**src/gps_track_raster_plotter_top_assert.svh**
```systemverilog
// Assertion macros shared by the plotter modules.
// Needs clk and rst_n in the scope where a macro is used.
`ifndef GPS_TRACK_RASTER_PLOTTER_TOP_ASSERT_SVH
`define GPS_TRACK_RASTER_PLOTTER_TOP_ASSERT_SVH
`ifndef NO_ASSERTIONS
`define GTRP_ASSERT(lbl, prop, msg) \
  lbl: assert property (@(posedge clk) disable iff (!rst_n) (prop)) else $error(msg);
`define GTRP_ASSERT_ALWAYS(lbl, prop, msg) \
  lbl: assert property (@(posedge clk) (prop)) else $error(msg);
`else
`define GTRP_ASSERT(lbl, prop, msg)
`define GTRP_ASSERT_ALWAYS(lbl, prop, msg)
`endif
`endif

```
**src/gtrp_pkg.sv**
```systemverilog
// Shared types and constants of the GPS track raster plotter.
// No dependencies.
`timescale 1ns / 1ps
package gtrp_pkg;

  // input commands
  localparam logic [1:0] CMD_FIRST  = 2'd0;
  localparam logic [1:0] CMD_NEXT   = 2'd1;
  localparam logic [1:0] CMD_FINISH = 2'd2;
  localparam logic [1:0] CMD_SKIP   = 2'd3;

  // register indexes
  localparam logic [2:0] REG_CENTER_LON   = 3'd0;
  localparam logic [2:0] REG_CENTER_LAT   = 3'd1;
  localparam logic [2:0] REG_VIEW_RADIUS  = 3'd2;
  localparam logic [2:0] REG_FRAME_LEFT   = 3'd3;
  localparam logic [2:0] REG_FRAME_TOP    = 3'd4;
  localparam logic [2:0] REG_FRAME_WIDTH  = 3'd5;
  localparam logic [2:0] REG_FRAME_HEIGHT = 3'd6;

  localparam int INSET      = 5;
  localparam int COORD_BITS = 11;
  localparam logic [10:0] COORD_MASK = 11'((32'd1 << COORD_BITS) - 32'd1);
  localparam int DIV_STEPS  = 48;

  typedef struct packed {
    logic [1:0]         cmd;
    logic signed [30:0] lat;
    logic signed [31:0] lon;
  } item_t;

  typedef struct packed {
    logic signed [31:0] center_lon;
    logic signed [30:0] center_lat;
    logic [29:0]        view_radius;
    logic [9:0]         frame_left;
    logic [9:0]         frame_top;
    logic [10:0]        frame_width;
    logic [10:0]        frame_height;
  } cfg_t;

endpackage

```
**src/gtrp_front.sv**
```systemverilog
// Front end: accepts track items, drops unknown commands, queues the rest.
// Depends on gtrp_pkg.
`timescale 1ns / 1ps
`include "gps_track_raster_plotter_top_assert.svh"
module gtrp_front (
  input  logic               clk,
  input  logic               rst_n,
  input  logic               in_valid,
  output logic               in_stall,
  input  logic [1:0]         in_command,
  input  logic signed [30:0] in_point_lat,
  input  logic signed [31:0] in_point_lon,
  output gtrp_pkg::item_t    head,
  output logic               head_valid,
  input  logic               pop
);
  import gtrp_pkg::*;

  item_t       mem_r [2];
  logic        wptr_r, rptr_r;
  logic [1:0]  count_r, count_nxt;
  logic        push, accept;

  assign in_stall   = (count_r == 2'd2);
  assign accept     = in_valid && !in_stall;
  assign push       = accept && (in_command != CMD_SKIP);
  assign head       = mem_r[rptr_r];
  assign head_valid = (count_r != 2'd0);

  // count entries
  always_comb begin
    count_nxt = count_r;
    if (push && !pop) count_nxt = count_r + 2'd1;
    else if (!push && pop) count_nxt = count_r - 2'd1;
  end

  always_ff @(posedge clk) begin
    if (!rst_n) begin
      wptr_r  <= 1'b0;
      rptr_r  <= 1'b0;
      count_r <= 2'd0;
    end else begin
      count_r <= count_nxt;
      if (push) wptr_r <= !wptr_r;
      if (pop) rptr_r <= !rptr_r;
    end
  end

  // store item
  always_ff @(posedge clk) begin
    if (push) mem_r[wptr_r] <= '{cmd: in_command, lat: in_point_lat, lon: in_point_lon};
  end

  `GTRP_ASSERT(a_pop_nonempty, pop |-> count_r != 2'd0, "pop from empty queue")
  `GTRP_ASSERT(a_count_bound, count_r <= 2'd2, "queue count overflow")
  `GTRP_ASSERT(a_skip_dropped, (accept && in_command == CMD_SKIP && !pop) |=> count_r == $past(count_r), "unknown command queued")
endmodule

```
**src/gtrp_back.sv**
```systemverilog
// Back end: scales a queued point, updates track state, emits draw items.
// Depends on gtrp_pkg; one shared multiply stage and a radix-2 divider.
`timescale 1ns / 1ps
`include "gps_track_raster_plotter_top_assert.svh"
module gtrp_back (
  input  logic             clk,
  input  logic             rst_n,
  input  gtrp_pkg::cfg_t   cfg,
  input  gtrp_pkg::item_t  head,
  input  logic             head_valid,
  output logic             pop,
  output logic             out_valid,
  input  logic             out_stall,
  output logic             out_kind,
  output logic [10:0]      out_x_start,
  output logic [10:0]      out_y_start,
  output logic [10:0]      out_x_end,
  output logic [10:0]      out_y_end,
  output logic             out_last
);
  import gtrp_pkg::*;

  localparam logic [2:0] S_IDLE = 3'd0;
  localparam logic [2:0] S_MUL  = 3'd1;
  localparam logic [2:0] S_ABS  = 3'd2;
  localparam logic [2:0] S_DIV  = 3'd3;
  localparam logic [2:0] S_SAT  = 3'd4;
  localparam logic [2:0] S_EVAL = 3'd5;
  localparam logic [2:0] S_EMIT = 3'd6;

  function automatic logic signed [15:0] clampv(input logic signed [15:0] v,
                                                input logic signed [12:0] lo,
                                                input logic signed [12:0] hi);
    logic signed [15:0] r;
    r = v;
    if (v < 16'(lo)) r = 16'(lo);
    else if (v > 16'(hi)) r = 16'(hi);
    return r;
  endfunction

  logic [2:0]          state_r;
  item_t               item_r;
  logic                axis_r;
  logic signed [48:0]  num_r;
  logic                neg_r;
  logic [47:0]         dvd_r;
  logic [30:0]         rem_r;
  logic [5:0]          cnt_r;
  logic signed [15:0]  x_r, y_r;
  logic signed [15:0]  prev_x_r, prev_y_r;
  logic                prz_r, have_r;
  logic [5:0]          mask_r;
  logic signed [15:0]  lx0_r, ly0_r, lx1_r, ly1_r;
  logic                out_valid_r, out_kind_r, out_last_r;
  logic [10:0]         oxs_r, oys_r, oxe_r, oye_r;

  logic signed [12:0]  hmin, hmax, vmin, vmax, lo, span;
  logic [30:0]         den;
  logic signed [32:0]  v33, c33;
  logic signed [34:0]  d35;
  logic signed [48:0]  prod, lod;
  logic [31:0]         rem_sh;
  logic                qbit;
  logic signed [15:0]  s16;
  logic signed [17:0]  ysum;
  logic signed [15:0]  ysat;
  logic                in0, in1, fits, draw, mark_en;
  logic [5:0]          mask_nxt, lowest;
  logic                out_free;
  logic signed [15:0]  ex, ey;

  // window edges
  assign hmin = 13'($unsigned(cfg.frame_left)) + 13'(INSET);
  assign hmax = 13'($unsigned(cfg.frame_left)) + 13'($unsigned(cfg.frame_width)) - 13'(INSET + 1);
  assign vmin = 13'($unsigned(cfg.frame_top)) + 13'(INSET);
  assign vmax = 13'($unsigned(cfg.frame_top)) + 13'($unsigned(cfg.frame_height)) - 13'(INSET + 1);
  assign den  = {cfg.view_radius, 1'b0};

  // numerator of the current axis
  always_comb begin
    c33  = axis_r ? 33'(cfg.center_lat) : 33'(cfg.center_lon);
    v33  = axis_r ? 33'(item_r.lat) : 33'(item_r.lon);
    if (item_r.cmd == CMD_FINISH) v33 = c33;
    lo   = axis_r ? vmin : hmin;
    span = axis_r ? (vmax - vmin) : (hmax - hmin);
    d35  = 35'(v33) - 35'(c33) + $signed({5'b0, cfg.view_radius});
    prod = 49'(d35) * 49'(span);
    lod  = $signed({18'b0, den}) * 49'(lo);
  end

  // divider step
  assign rem_sh = {rem_r, dvd_r[47]};
  assign qbit   = (rem_sh >= {1'b0, den});

  // saturate the quotient
  always_comb begin
    if (den == 31'd0) s16 = 16'(lo);
    else if (!neg_r) s16 = (dvd_r > 48'd32767) ? 16'sh7fff : $signed(dvd_r[15:0]);
    else s16 = (dvd_r > 48'd32768) ? 16'sh8000 : $signed(16'(16'd0 - dvd_r[15:0]));
    ysum = 18'(vmin) + 18'(vmax) - 18'(s16);
    if (ysum > 18'sd32767) ysat = 16'sh7fff;
    else if (ysum < -18'sd32768) ysat = 16'sh8000;
    else ysat = ysum[15:0];
  end

  // classify the mapped point
  always_comb begin
    in0  = prev_x_r >= 16'(hmin) && prev_x_r <= 16'(hmax) &&
           prev_y_r >= 16'(vmin) && prev_y_r <= 16'(vmax);
    in1  = x_r >= 16'(hmin) && x_r <= 16'(hmax) && y_r >= 16'(vmin) && y_r <= 16'(vmax);
    fits = x_r > 16'(hmin) && x_r < 16'(hmax) && y_r > 16'(vmin) && y_r < 16'(vmax);
    draw = (item_r.cmd == CMD_NEXT) && have_r && !prz_r;
    mark_en = draw || (item_r.cmd == CMD_FINISH);
    mask_nxt[0]   = draw && (in0 || in1);
    mask_nxt[1]   = mark_en && (fits || in1);
    mask_nxt[5:2] = {4{mark_en && fits}};
  end

  // pick the next draw item
  assign lowest   = mask_r & (~mask_r + 6'd1);
  assign out_free = !out_valid_r || !out_stall;
  always_comb begin
    ex = x_r;
    ey = y_r;
    case (lowest)
      6'b000100: ex = x_r - 16'sd1;
      6'b001000: ex = x_r + 16'sd1;
      6'b010000: ey = y_r - 16'sd1;
      6'b100000: ey = y_r + 16'sd1;
      default: ;
    endcase
  end

  assign pop = (state_r == S_IDLE) && head_valid;

  // sequencer and track state
  always_ff @(posedge clk) begin
    if (!rst_n) begin
      state_r  <= S_IDLE;
      prev_x_r <= '0;
      prev_y_r <= '0;
      prz_r    <= 1'b0;
      have_r   <= 1'b0;
      mask_r   <= '0;
      axis_r   <= 1'b0;
      cnt_r    <= '0;
    end else begin
      case (state_r)
        S_IDLE: begin
          if (head_valid && !(head.cmd == CMD_FINISH && !have_r)) begin
            axis_r  <= 1'b0;
            state_r <= S_MUL;
          end
        end
        S_MUL: state_r <= S_ABS;
        S_ABS: begin
          cnt_r   <= '0;
          state_r <= S_DIV;
        end
        S_DIV: begin
          cnt_r <= cnt_r + 6'd1;
          if (cnt_r == 6'(DIV_STEPS - 1)) state_r <= S_SAT;
        end
        S_SAT: begin
          if (!axis_r) begin
            axis_r  <= 1'b1;
            state_r <= S_MUL;
          end else begin
            state_r <= S_EVAL;
          end
        end
        S_EVAL: begin
          mask_r <= mask_nxt;
          if (item_r.cmd == CMD_FINISH) begin
            have_r <= 1'b0;
          end else begin
            prev_x_r <= x_r;
            prev_y_r <= y_r;
            prz_r    <= (item_r.lat == '0) && (item_r.lon == '0);
            have_r   <= 1'b1;
          end
          state_r <= (mask_nxt == '0) ? S_IDLE : S_EMIT;
        end
        S_EMIT: begin
          if (out_free) begin
            mask_r <= mask_r & ~lowest;
            if ((mask_r & ~lowest) == '0) state_r <= S_IDLE;
          end
        end
        default: state_r <= S_IDLE;
      endcase
    end
  end

  // datapath registers
  always_ff @(posedge clk) begin
    if (pop) item_r <= head;
    if (state_r == S_MUL) num_r <= prod + lod;
    if (state_r == S_ABS) begin
      neg_r <= num_r[48];
      dvd_r <= num_r[48] ? 48'(-num_r) : num_r[47:0];
      rem_r <= '0;
    end
    if (state_r == S_DIV) begin
      rem_r <= qbit ? 31'(rem_sh - {1'b0, den}) : rem_sh[30:0];
      dvd_r <= {dvd_r[46:0], qbit};
    end
    if (state_r == S_SAT) begin
      if (!axis_r) x_r <= s16;
      else y_r <= ysat;
    end
    if (state_r == S_EVAL) begin
      lx0_r <= prev_x_r;
      ly0_r <= prev_y_r;
      lx1_r <= x_r;
      ly1_r <= y_r;
      if (in0 != in1) begin
        lx0_r <= clampv(prev_x_r, hmin, hmax);
        ly0_r <= clampv(prev_y_r, vmin, vmax);
        lx1_r <= clampv(x_r, hmin, hmax);
        ly1_r <= clampv(y_r, vmin, vmax);
      end
    end
  end

  // output register
  always_ff @(posedge clk) begin
    if (!rst_n) begin
      out_valid_r <= 1'b0;
    end else if (out_free) begin
      out_valid_r <= (state_r == S_EMIT);
    end
  end

  always_ff @(posedge clk) begin
    if (out_free && state_r == S_EMIT) begin
      out_last_r <= ((mask_r & ~lowest) == '0);
      if (lowest == 6'b000001) begin
        out_kind_r <= 1'b0;
        oxs_r <= lx0_r[10:0] & COORD_MASK;
        oys_r <= ly0_r[10:0] & COORD_MASK;
        oxe_r <= lx1_r[10:0] & COORD_MASK;
        oye_r <= ly1_r[10:0] & COORD_MASK;
      end else begin
        out_kind_r <= 1'b1;
        oxs_r <= ex[10:0] & COORD_MASK;
        oys_r <= ey[10:0] & COORD_MASK;
        oxe_r <= '0;
        oye_r <= '0;
      end
    end
  end

  assign out_valid   = out_valid_r;
  assign out_kind    = out_kind_r;
  assign out_x_start = oxs_r;
  assign out_y_start = oys_r;
  assign out_x_end   = oxe_r;
  assign out_y_end   = oye_r;
  assign out_last    = out_last_r;

  `GTRP_ASSERT(a_div_count, state_r == S_DIV |-> cnt_r < 6'(DIV_STEPS), "divider count overrun")
  `GTRP_ASSERT(a_emit_mask, state_r == S_EMIT |-> mask_r != 6'd0, "emit state with empty mask")
  `GTRP_ASSERT(a_pixel_end, (out_valid_r && out_kind_r) |-> (oxe_r == '0 && oye_r == '0), "pixel item with end point")
endmodule

```
**src/gps_track_raster_plotter_top.sv**
```systemverilog
// From accept to the first draw item a point passes two axes, each a multiply, an abs
// step, a 48-step radix-2 divider and a saturate step; the back end shares this divider
// between both axes and takes a new point only once it is done with the last one.
// A two-entry queue takes new points while the back end works or the output stalls.
// Reset (rst_n, synchronous) restores register defaults and clears the track state.
`timescale 1ns / 1ps
module gps_track_raster_plotter_top (
  input  logic               clk,
  input  logic               rst_n,
  input  logic               in_valid,
  output logic               in_stall,
  input  logic [1:0]         in_command,
  input  logic signed [30:0] in_point_lat,
  input  logic signed [31:0] in_point_lon,
  output logic               out_valid,
  input  logic               out_stall,
  output logic               out_kind,
  output logic [10:0]        out_x_start,
  output logic [10:0]        out_y_start,
  output logic [10:0]        out_x_end,
  output logic [10:0]        out_y_end,
  output logic               out_last,
  input  logic               psel,
  input  logic               penable,
  input  logic               pwrite,
  input  logic [4:0]         paddr,
  input  logic [31:0]        pwdata,
  output logic [31:0]        prdata,
  output logic               pready
);
  import gtrp_pkg::*;

  cfg_t       cfg_r;
  item_t      head;
  logic       head_valid, pop;
  logic [2:0] idx;

  assign pready = 1'b1;
  assign idx    = paddr[4:2];

  // register writes
  always_ff @(posedge clk) begin
    if (!rst_n) begin
      cfg_r.center_lon   <= '0;
      cfg_r.center_lat   <= '0;
      cfg_r.view_radius  <= 30'd10000;
      cfg_r.frame_left   <= '0;
      cfg_r.frame_top    <= '0;
      cfg_r.frame_width  <= 11'd128;
      cfg_r.frame_height <= 11'd64;
    end else if (psel && penable && pwrite && pready) begin
      case (idx)
        REG_CENTER_LON:   cfg_r.center_lon   <= pwdata;
        REG_CENTER_LAT:   cfg_r.center_lat   <= pwdata[30:0];
        REG_VIEW_RADIUS:  cfg_r.view_radius  <= pwdata[29:0];
        REG_FRAME_LEFT:   cfg_r.frame_left   <= pwdata[9:0];
        REG_FRAME_TOP:    cfg_r.frame_top    <= pwdata[9:0];
        REG_FRAME_WIDTH:  cfg_r.frame_width  <= pwdata[10:0];
        REG_FRAME_HEIGHT: cfg_r.frame_height <= pwdata[10:0];
        default: ;
      endcase
    end
  end

  // register reads
  always_comb begin
    case (idx)
      REG_CENTER_LON:   prdata = cfg_r.center_lon;
      REG_CENTER_LAT:   prdata = 32'(cfg_r.center_lat);
      REG_VIEW_RADIUS:  prdata = {2'b0, cfg_r.view_radius};
      REG_FRAME_LEFT:   prdata = {22'b0, cfg_r.frame_left};
      REG_FRAME_TOP:    prdata = {22'b0, cfg_r.frame_top};
      REG_FRAME_WIDTH:  prdata = {21'b0, cfg_r.frame_width};
      REG_FRAME_HEIGHT: prdata = {21'b0, cfg_r.frame_height};
      default:          prdata = '0;
    endcase
  end

  gtrp_front u_front (
    .clk, .rst_n, .in_valid, .in_stall, .in_command, .in_point_lat, .in_point_lon,
    .head, .head_valid, .pop
  );

  gtrp_back u_back (
    .clk, .rst_n, .cfg(cfg_r), .head, .head_valid, .pop,
    .out_valid, .out_stall, .out_kind, .out_x_start, .out_y_start,
    .out_x_end, .out_y_end, .out_last
  );
endmodule

```
**config.mk**
```make
export PLATFORM = sky130hd
export DESIGN_NAME = gps_track_raster_plotter_top
export DESIGN_NICKNAME = d
export VERILOG_FILES = /design/src/gtrp_pkg.sv /design/src/gtrp_front.sv /design/src/gtrp_back.sv /design/src/gps_track_raster_plotter_top.sv
export VERILOG_INCLUDE_DIRS = /design/src /design/src/src
export SDC_FILE = /design/constraint.sdc
export NUM_CORES = 2
export LEC_CHECK = 0
export ABC_CLOCK_PERIOD_IN_PS = 19800
export CAP_MARGIN = 15
export CORE_ASPECT_RATIO = 0.6
export CORE_UTILIZATION = 60
export DETAILED_ROUTE_END_ITERATION = 10
export DONT_BUFFER_PORTS = 1
export PLACE_DENSITY_LB_ADDON = 0.05
export SYNTH_ARGS = -nofsm -noshare
export SYNTH_HDL_FRONTEND = slang
export SYNTH_SLANG_ARGS = --single-unit
```
**constraint.sdc**
```tcl
create_clock -name clk -period 19.8 [get_ports clk]
set_clock_uncertainty 0.1 [all_clocks]
set_input_delay 1.98 -clock clk [delete_from_list [all_inputs] [get_ports clk]]
set_output_delay 1.98 -clock clk [all_outputs]
set_load 0.01 [all_outputs]
```
# Yosys cells after proc, flatten, opt, wreduce, memory -nomap -nowiden
# Memory sizes are Yosys's and may differ from the RTL's. A register that Yosys moved wholly into a read port is not among the register bits.
# Index checks and enable logic that the tools add are counted.
# word_totals
reg_bits	506
ramBits	130
inputBits	109
output_inout_bits	81
wordCells	241
mem_count	1
# mem_list
name	words	width	rd	rd_ports_with_merged_regs	write_ports	line	text
u_front.mem_r	2	65	1	1	1	gtrp_front.sv:19	item_t mem_r [2];
# op_classes
n_addsub	24
n_mul	2
n_lt_le_gt_ge	25
eq_ne	28
muxes	53
n_bitwise	6
n_reduce_logical	64
# ops
op	count
32-bit case mux with 7 select lines	1
11-bit two-way mux	15
48-bit two-way mux	3
33-bit two-way mux	3
31-bit two-way mux	3
16-bit two-way mux	5
16-bit by 12-bit >= comparator with 1-bit output	4
16-bit by 13-bit greater-than comparator with 1-bit output	4
16-bit by 13-bit <= comparator with 1-bit output	4
16-bit by 12-bit less-than comparator with 1-bit output	4
31-bit logical NOT	2
49-bit adder	1
48-bit by 15-bit greater-than comparator with 1-bit output (second input constant)	1
48-bit by 16-bit greater-than comparator with 1-bit output (second input constant)	1
35-bit by 13-bit multiplier with 48-bit output	1
48-bit negator	1
31-bit by 13-bit multiplier with 44-bit output	1
11-bit case mux with 2 select lines	2
34-bit by 31-bit adder with 35-bit output	1
33-bit by 33-bit subtractor with 34-bit output	1
32-bit by 31-bit >= comparator with 1-bit output	1
16-bit by 12-bit greater-than comparator with 1-bit output	2
32-bit logical NOT	1
16-bit by 13-bit less-than comparator with 1-bit output	2
other kinds (47)	138

# Logic depth before layout (Yosys ltp)
# logic_depth
depth_word	11
ltp_mapped	54
depth_no_buf	52

# Cells and area by module
# From an unflattened synthesis, not the netlist that was laid out.
# hier_totals
cells_unflattened	7025
hier_area_um2	66264.8
# by_module_without_submodules
mod	n_inst	cells_per_inst	area_per_inst_um2	seq_area_each_um2
gtrp_back	1	6171	55224.2	10510.1
gps_track_raster_plotter_top	1	627	6084.6	2702.6
gtrp_front	1	227	4956.0	4003.8

# Worst setup path after synthesis
# Ideal clock, no wire load.
# synth_timing
path_kind	reg-to-reg
startpoint	register u_back.axis_r
endpoint	register u_back.num_r[42] (data pin)
setup_ps	258
t_arrival_ps	11928
required_time_ps	19442
path_slack_ps	7514
path_stages_with_launch	48
path_buffers	4
synth_period_minus_slack_ps	12286
path_cell_list	dfxtp_1 -> clkbuf_1 -> clkbuf_1 -> buf_1 -> mux2_2 -> ha_1 -> inv_1 -> ha_1 -> fa_1 -> a21oi_1 -> o21ai_0 -> a2111oi_0 -> nor2_1 -> a21o_1 -> a21oi_1 -> o21bai_1 -> a21oi_1 -> xnor2_1 -> (+12 left out) -> a211oi_1 -> o21ai_0 -> a31oi_1 -> o21bai_1 -> a21oi_1 -> nor2_1 -> o41a_1 -> xor2_1 -> ha_1 -> or3_1 -> o211ai_1 -> a21boi_0 -> or2_2 -> a211o_1 -> o21a_1 -> a221o_1 -> a21oi_1 -> xnor2_1
# synth_between
elab_chain_len	6
word_cells_on_any_way	10
cone_classes	add/sub: 3; mul: 2; mux: 5
# synth_lines
item	line	text
start, declared	gtrp_back.sv:43	logic axis_r;
start signal, assigned	gtrp_back.sv:145	axis_r <= 1'b0;
start signal, assigned	gtrp_back.sv:151	axis_r <= 1'b0;
start signal, assigned	gtrp_back.sv:166	axis_r <= 1'b1;
33-bit two-way mux (on tied branches)	gtrp_back.sv:82, gtrp_back.sv:81	
33-bit two-way mux	gtrp_back.sv:83	if (item_r.cmd == CMD_FINISH) v33 = c33;
33-bit by 33-bit subtractor with 34-bit output	gtrp_back.sv:86	d35 = 35'(v33) - 35'(c33) + $signed({5'b0, cfg.view_radius});
34-bit by 31-bit adder with 35-bit output	gtrp_back.sv:86	
35-bit by 13-bit multiplier with 48-bit output	gtrp_back.sv:87	prod = 49'(d35) * 49'(span);
49-bit adder *	gtrp_back.sv:198	if (state_r == S_MUL) num_r <= prod + lod;
end signal, assigned	gtrp_back.sv:198	
end, declared	gtrp_back.sv:44	logic signed [48:0] num_r;
# Every way passes the cells marked *; elsewhere a longest branch is shown, timed or not.
# A chain may end at the register's enable or synchronous reset.

# Worst setup path after layout
# layout_timing
startpoint	register u_back.axis_r
endpoint	register u_back.num_r[47] (data pin)
# The elaborated chain is that of the path after synthesis.

==> results.toml <==
[clock_network]
clockRootBuffer = "sky130_fd_sc_hd__clkbuf_16"
cts.sink_count = 637
postCtsResizedCells = 0
cts_tree = "yes"
post_cts.repair.setup_buffers = 0
cts.clk_slew.worst_paths_ps = 70
clkLatencyLatePin_ps = 710
cts.path.max_buffers = 3
clock_tree.htree_level_count = 2
cts.hold.buffers_added = 0
cts_made_buffers = 60

[critical_path]
worst-setup-path-type = "reg2reg"
wp_data_arrival_ps = 15190
crit_path_max_incr_delay_ps = 770
crit_path_top_delay_cell = "sky130_fd_sc_hd__o31ai_1"
worstPathMaxFanout = 34
crit_required_ps = 20150
worstSetupStartpointType = "flop"
critical-path-top-cell-by-count = "sky130_fd_sc_hd__fa_1"
worstSetupEndpointType = "flop"

[status]
run_status = "completed"

[route]
antenna_left = 0
detail_route.iter0.violations = 5919
routed_wire_length_per_instance_um = 23.2
drtPass1Iterations = 7
drc = 0
vias = 52538
totalWireLength_um = 200000
viasPerCell = 6.11

[placement]
place_hpwl_um = 157000
count_of_port_buffers_added_during_placement = 0
globalplace.congestion = 1.01

[cells_and_area]
nets = 8402
layout-area-overhead-vs-synth_pct = 5.95
final_layout_size_suffix_gt1_share_pct = 6.47
fillerInstances = 9309

[run]
max_cap_viol_count = 0

[sta]
grt_setup_unrepaired = "no"
report.final.slew_viol_count = 0
tightestPinTransition_ps = 1400
final_hold_viol_count = 0
timing.fmax_mhz = 67.4
period_minus_slack_ps = 14830
fin_tns_setup_ps = 0
max_slew_margin_pct = 4.23
final-setup-viol-count = 0
final.period_utilization_pct = 74.9

[floorplan]
initial_utilization_pct = 60.6
die-width_um = 432
core_region_area_um2 = 110000
die_height_um = 260
die_area_um2 = 112000
io-pin-count = 190
rows = 94

[global_routing]
globalRouteTotalUtil_pct = 35.8
grt.overflow.total = 0
grt_start_max_net_pins = 100
grt_antenna_before_repair = 2
grt_first_pass_wirelength_um = 306000
number_of_global_route_vias_before_repair = 50041

[yosys]
yosys_most_used_dff = "sky130_fd_sc_hd__edfxtp_1"
synthesis.yosys.warnings = 0
synth_seq_cells = 637
synth-edff-count = 446
syn_inst = 7194
synth_area_per_cell_um2 = 9.24
synth_sequential_area_ratio_pct = 25.9
post_syn_nets = 8543
synth.cell_area_um2 = 66500
postSynth.asyncResetShare_pct = 0
synth.distinct_cells = 93

[worst_hold_path]
worstHoldPathType = "reg2reg"
## registers in the layout, indices dropped and copies added (netlist names), 16 cells and up, named ones only
register / flops
u_back.num_r: 49
u_back.x_r: 16
u_back.y_r: 16
u_front.mem_r: 130
cfg_r: 135
u_back.prev_y_r: 16
u_back.prev_x_r: 16
u_back.dvd_r: 48
u_back.item_r: 65
u_back.rem_r: 31
## routing by layer
layer	global-route usage, %	up-vias	share of wire (%)	wire, um
li1	-	23808	-	-
met5	0	-	0.0045	9
met1	56.5	25916	47	93100
met3	7.51	248	11	21500
met4	7.58	2	2.3	4540
met2	49.9	2564	40	80500
## Yosys cell counts, types with 51 or more instances
cell | count | area share (%)
sky130_fd_sc_hd__fa_1 | 706 | 21
sky130_fd_sc_hd__nor2_1 | 466 | 2.6
sky130_fd_sc_hd__o21ai_0 | 240 | 1.8
sky130_fd_sc_hd__inv_1 | 908 | 5.1
sky130_fd_sc_hd__clkbuf_1 | 296 | 1.7
sky130_fd_sc_hd__dfxtp_1 | 191 | 5.8
sky130_fd_sc_hd__and2_1 | 183 | 1.7
sky130_fd_sc_hd__mux2i_1 | 116 | 1.7
sky130_fd_sc_hd__mux2_2 | 109 | 1.8
sky130_fd_sc_hd__nand2b_1 | 65 | 0.61
sky130_fd_sc_hd__xor2_1 | 117 | 1.5
sky130_fd_sc_hd__nand2_1 | 987 | 5.6
sky130_fd_sc_hd__nand3_1 | 61 | 0.46
sky130_fd_sc_hd__nor2b_1 | 117 | 1.1
sky130_fd_sc_hd__nand4_1 | 51 | 0.48
sky130_fd_sc_hd__a21o_1 | 122 | 1.4
sky130_fd_sc_hd__ha_1 | 534 | 10
sky130_fd_sc_hd__nor3_1 | 81 | 0.61
sky130_fd_sc_hd__edfxtp_1 | 446 | 20
sky130_fd_sc_hd__xnor2_1 | 200 | 2.6
sky130_fd_sc_hd__a21oi_1 | 484 | 3.6
## metrics by stage
step	hold WS, ps	cells	setup WS [ps]	area [um2]	utilization (%)
floorplan	332	7194	7510	66500	-
global placement	352	8476	5550	68400	62.4
finish	371	8596	4970	70500	64.2
detailed placement	360	8476	5410	68400	62.4
CTS	369	8590	5360	70400	64.2
global route	382	8593	4290	70400	64.2
## path summary, 6_finish.rpt
path,start,to,slack (ps),cells after the start
worst max-delay path,u_back.axis_r$_SDFFE_PN0P_,u_back.num_r[47]$_DFFE_PP_,4970,46
worst min register to register,cfg_r[125]$_SDFFE_PN0P_,cfg_r[125]$_SDFFE_PN0P_,370,2
worst max register to register,u_back.axis_r$_SDFFE_PN0P_,u_back.num_r[47]$_DFFE_PP_,4970,46
worst min-delay path,cfg_r[125]$_SDFFE_PN0P_,cfg_r[125]$_SDFFE_PN0P_,370,2
## critical path: cells and delay by family (launching register included)
family / cells / cell delay (ps)
AO/OA/AOI/OAI: 20 / 5930
XOR/XNOR: 3 / 360
adder cells (fa/ha/maj): 10 / 4350
buffers and inverters: 4 / 1030
flip-flops: 1 / 700
multiplexers: 1 / 220
AND/OR/NAND/NOR: 8 / 1730
## logic make-up (layout without fill, tap and decap cells)
logic type | Yosys count | count (layout) | synth area share, %
compound gates | 1294 | 1294 | 12.2
xor+xnor | 319 | 319 | 4.24
fa+ha+maj | 1245 | 1245 | 31.4
buf+inv | 1232 | 1143 | 6.96
flops | 637 | 637 | 25.9
mux | 230 | 230 | 3.76
other cells | 1 | 4 | 0.00564
simple gates | 2236 | 2236 | 15.6
## area by class of cell
class / instances / area (um2) / share of cell area, %
multi-input combinational: 5325 / 45000 / 63.9
tap: 1488 / 1860 / 2.64
clock inverter: 34 / 350 / 0.497
sequential: 637 / 17200 / 24.4
timing repair buffer: 118 / 886 / 1.26
antenna: 3 / 7.51 / 0.0107
inverter: 911 / 3430 / 4.86
clock buffer: 80 / 1650 / 2.34
## placed cells by master (no fill, tap or decap), types with 23 or more instances in the layout
master                      instances
sky130_fd_sc_hd__a21oi_1          475
sky130_fd_sc_hd__dfxtp_1          188
sky130_fd_sc_hd__inv_1            904
sky130_fd_sc_hd__or2_2             23
sky130_fd_sc_hd__edfxtp_1         446
sky130_fd_sc_hd__nand3_1           61
sky130_fd_sc_hd__o21ai_0          236
sky130_fd_sc_hd__o31ai_1           26
sky130_fd_sc_hd__a21o_1           121
sky130_fd_sc_hd__nand4_1           51
sky130_fd_sc_hd__xnor2_1          189
sky130_fd_sc_hd__mux2_2           109
sky130_fd_sc_hd__and3_1            38
sky130_fd_sc_hd__nand2_1          987
sky130_fd_sc_hd__o22ai_1           38
sky130_fd_sc_hd__and2_1           181
sky130_fd_sc_hd__mux2i_1          113
sky130_fd_sc_hd__nand2b_1          64
sky130_fd_sc_hd__clkbuf_16         61
sky130_fd_sc_hd__o21a_1            47
sky130_fd_sc_hd__o21bai_1          40
sky130_fd_sc_hd__nor3_1            78
sky130_fd_sc_hd__nor2_1           463
sky130_fd_sc_hd__buf_4            118
sky130_fd_sc_hd__a31oi_1           37
sky130_fd_sc_hd__nor4_1            49
sky130_fd_sc_hd__xor2_1           110
sky130_fd_sc_hd__nor2b_1          114
sky130_fd_sc_hd__or3_1             31
sky130_fd_sc_hd__fa_1             706
sky130_fd_sc_hd__a211oi_1          29
sky130_fd_sc_hd__ha_1             534
Power is left out: the tool's default activity adds up to more than one toggle a clock period on the data nets, which glitch-free logic cannot reach.
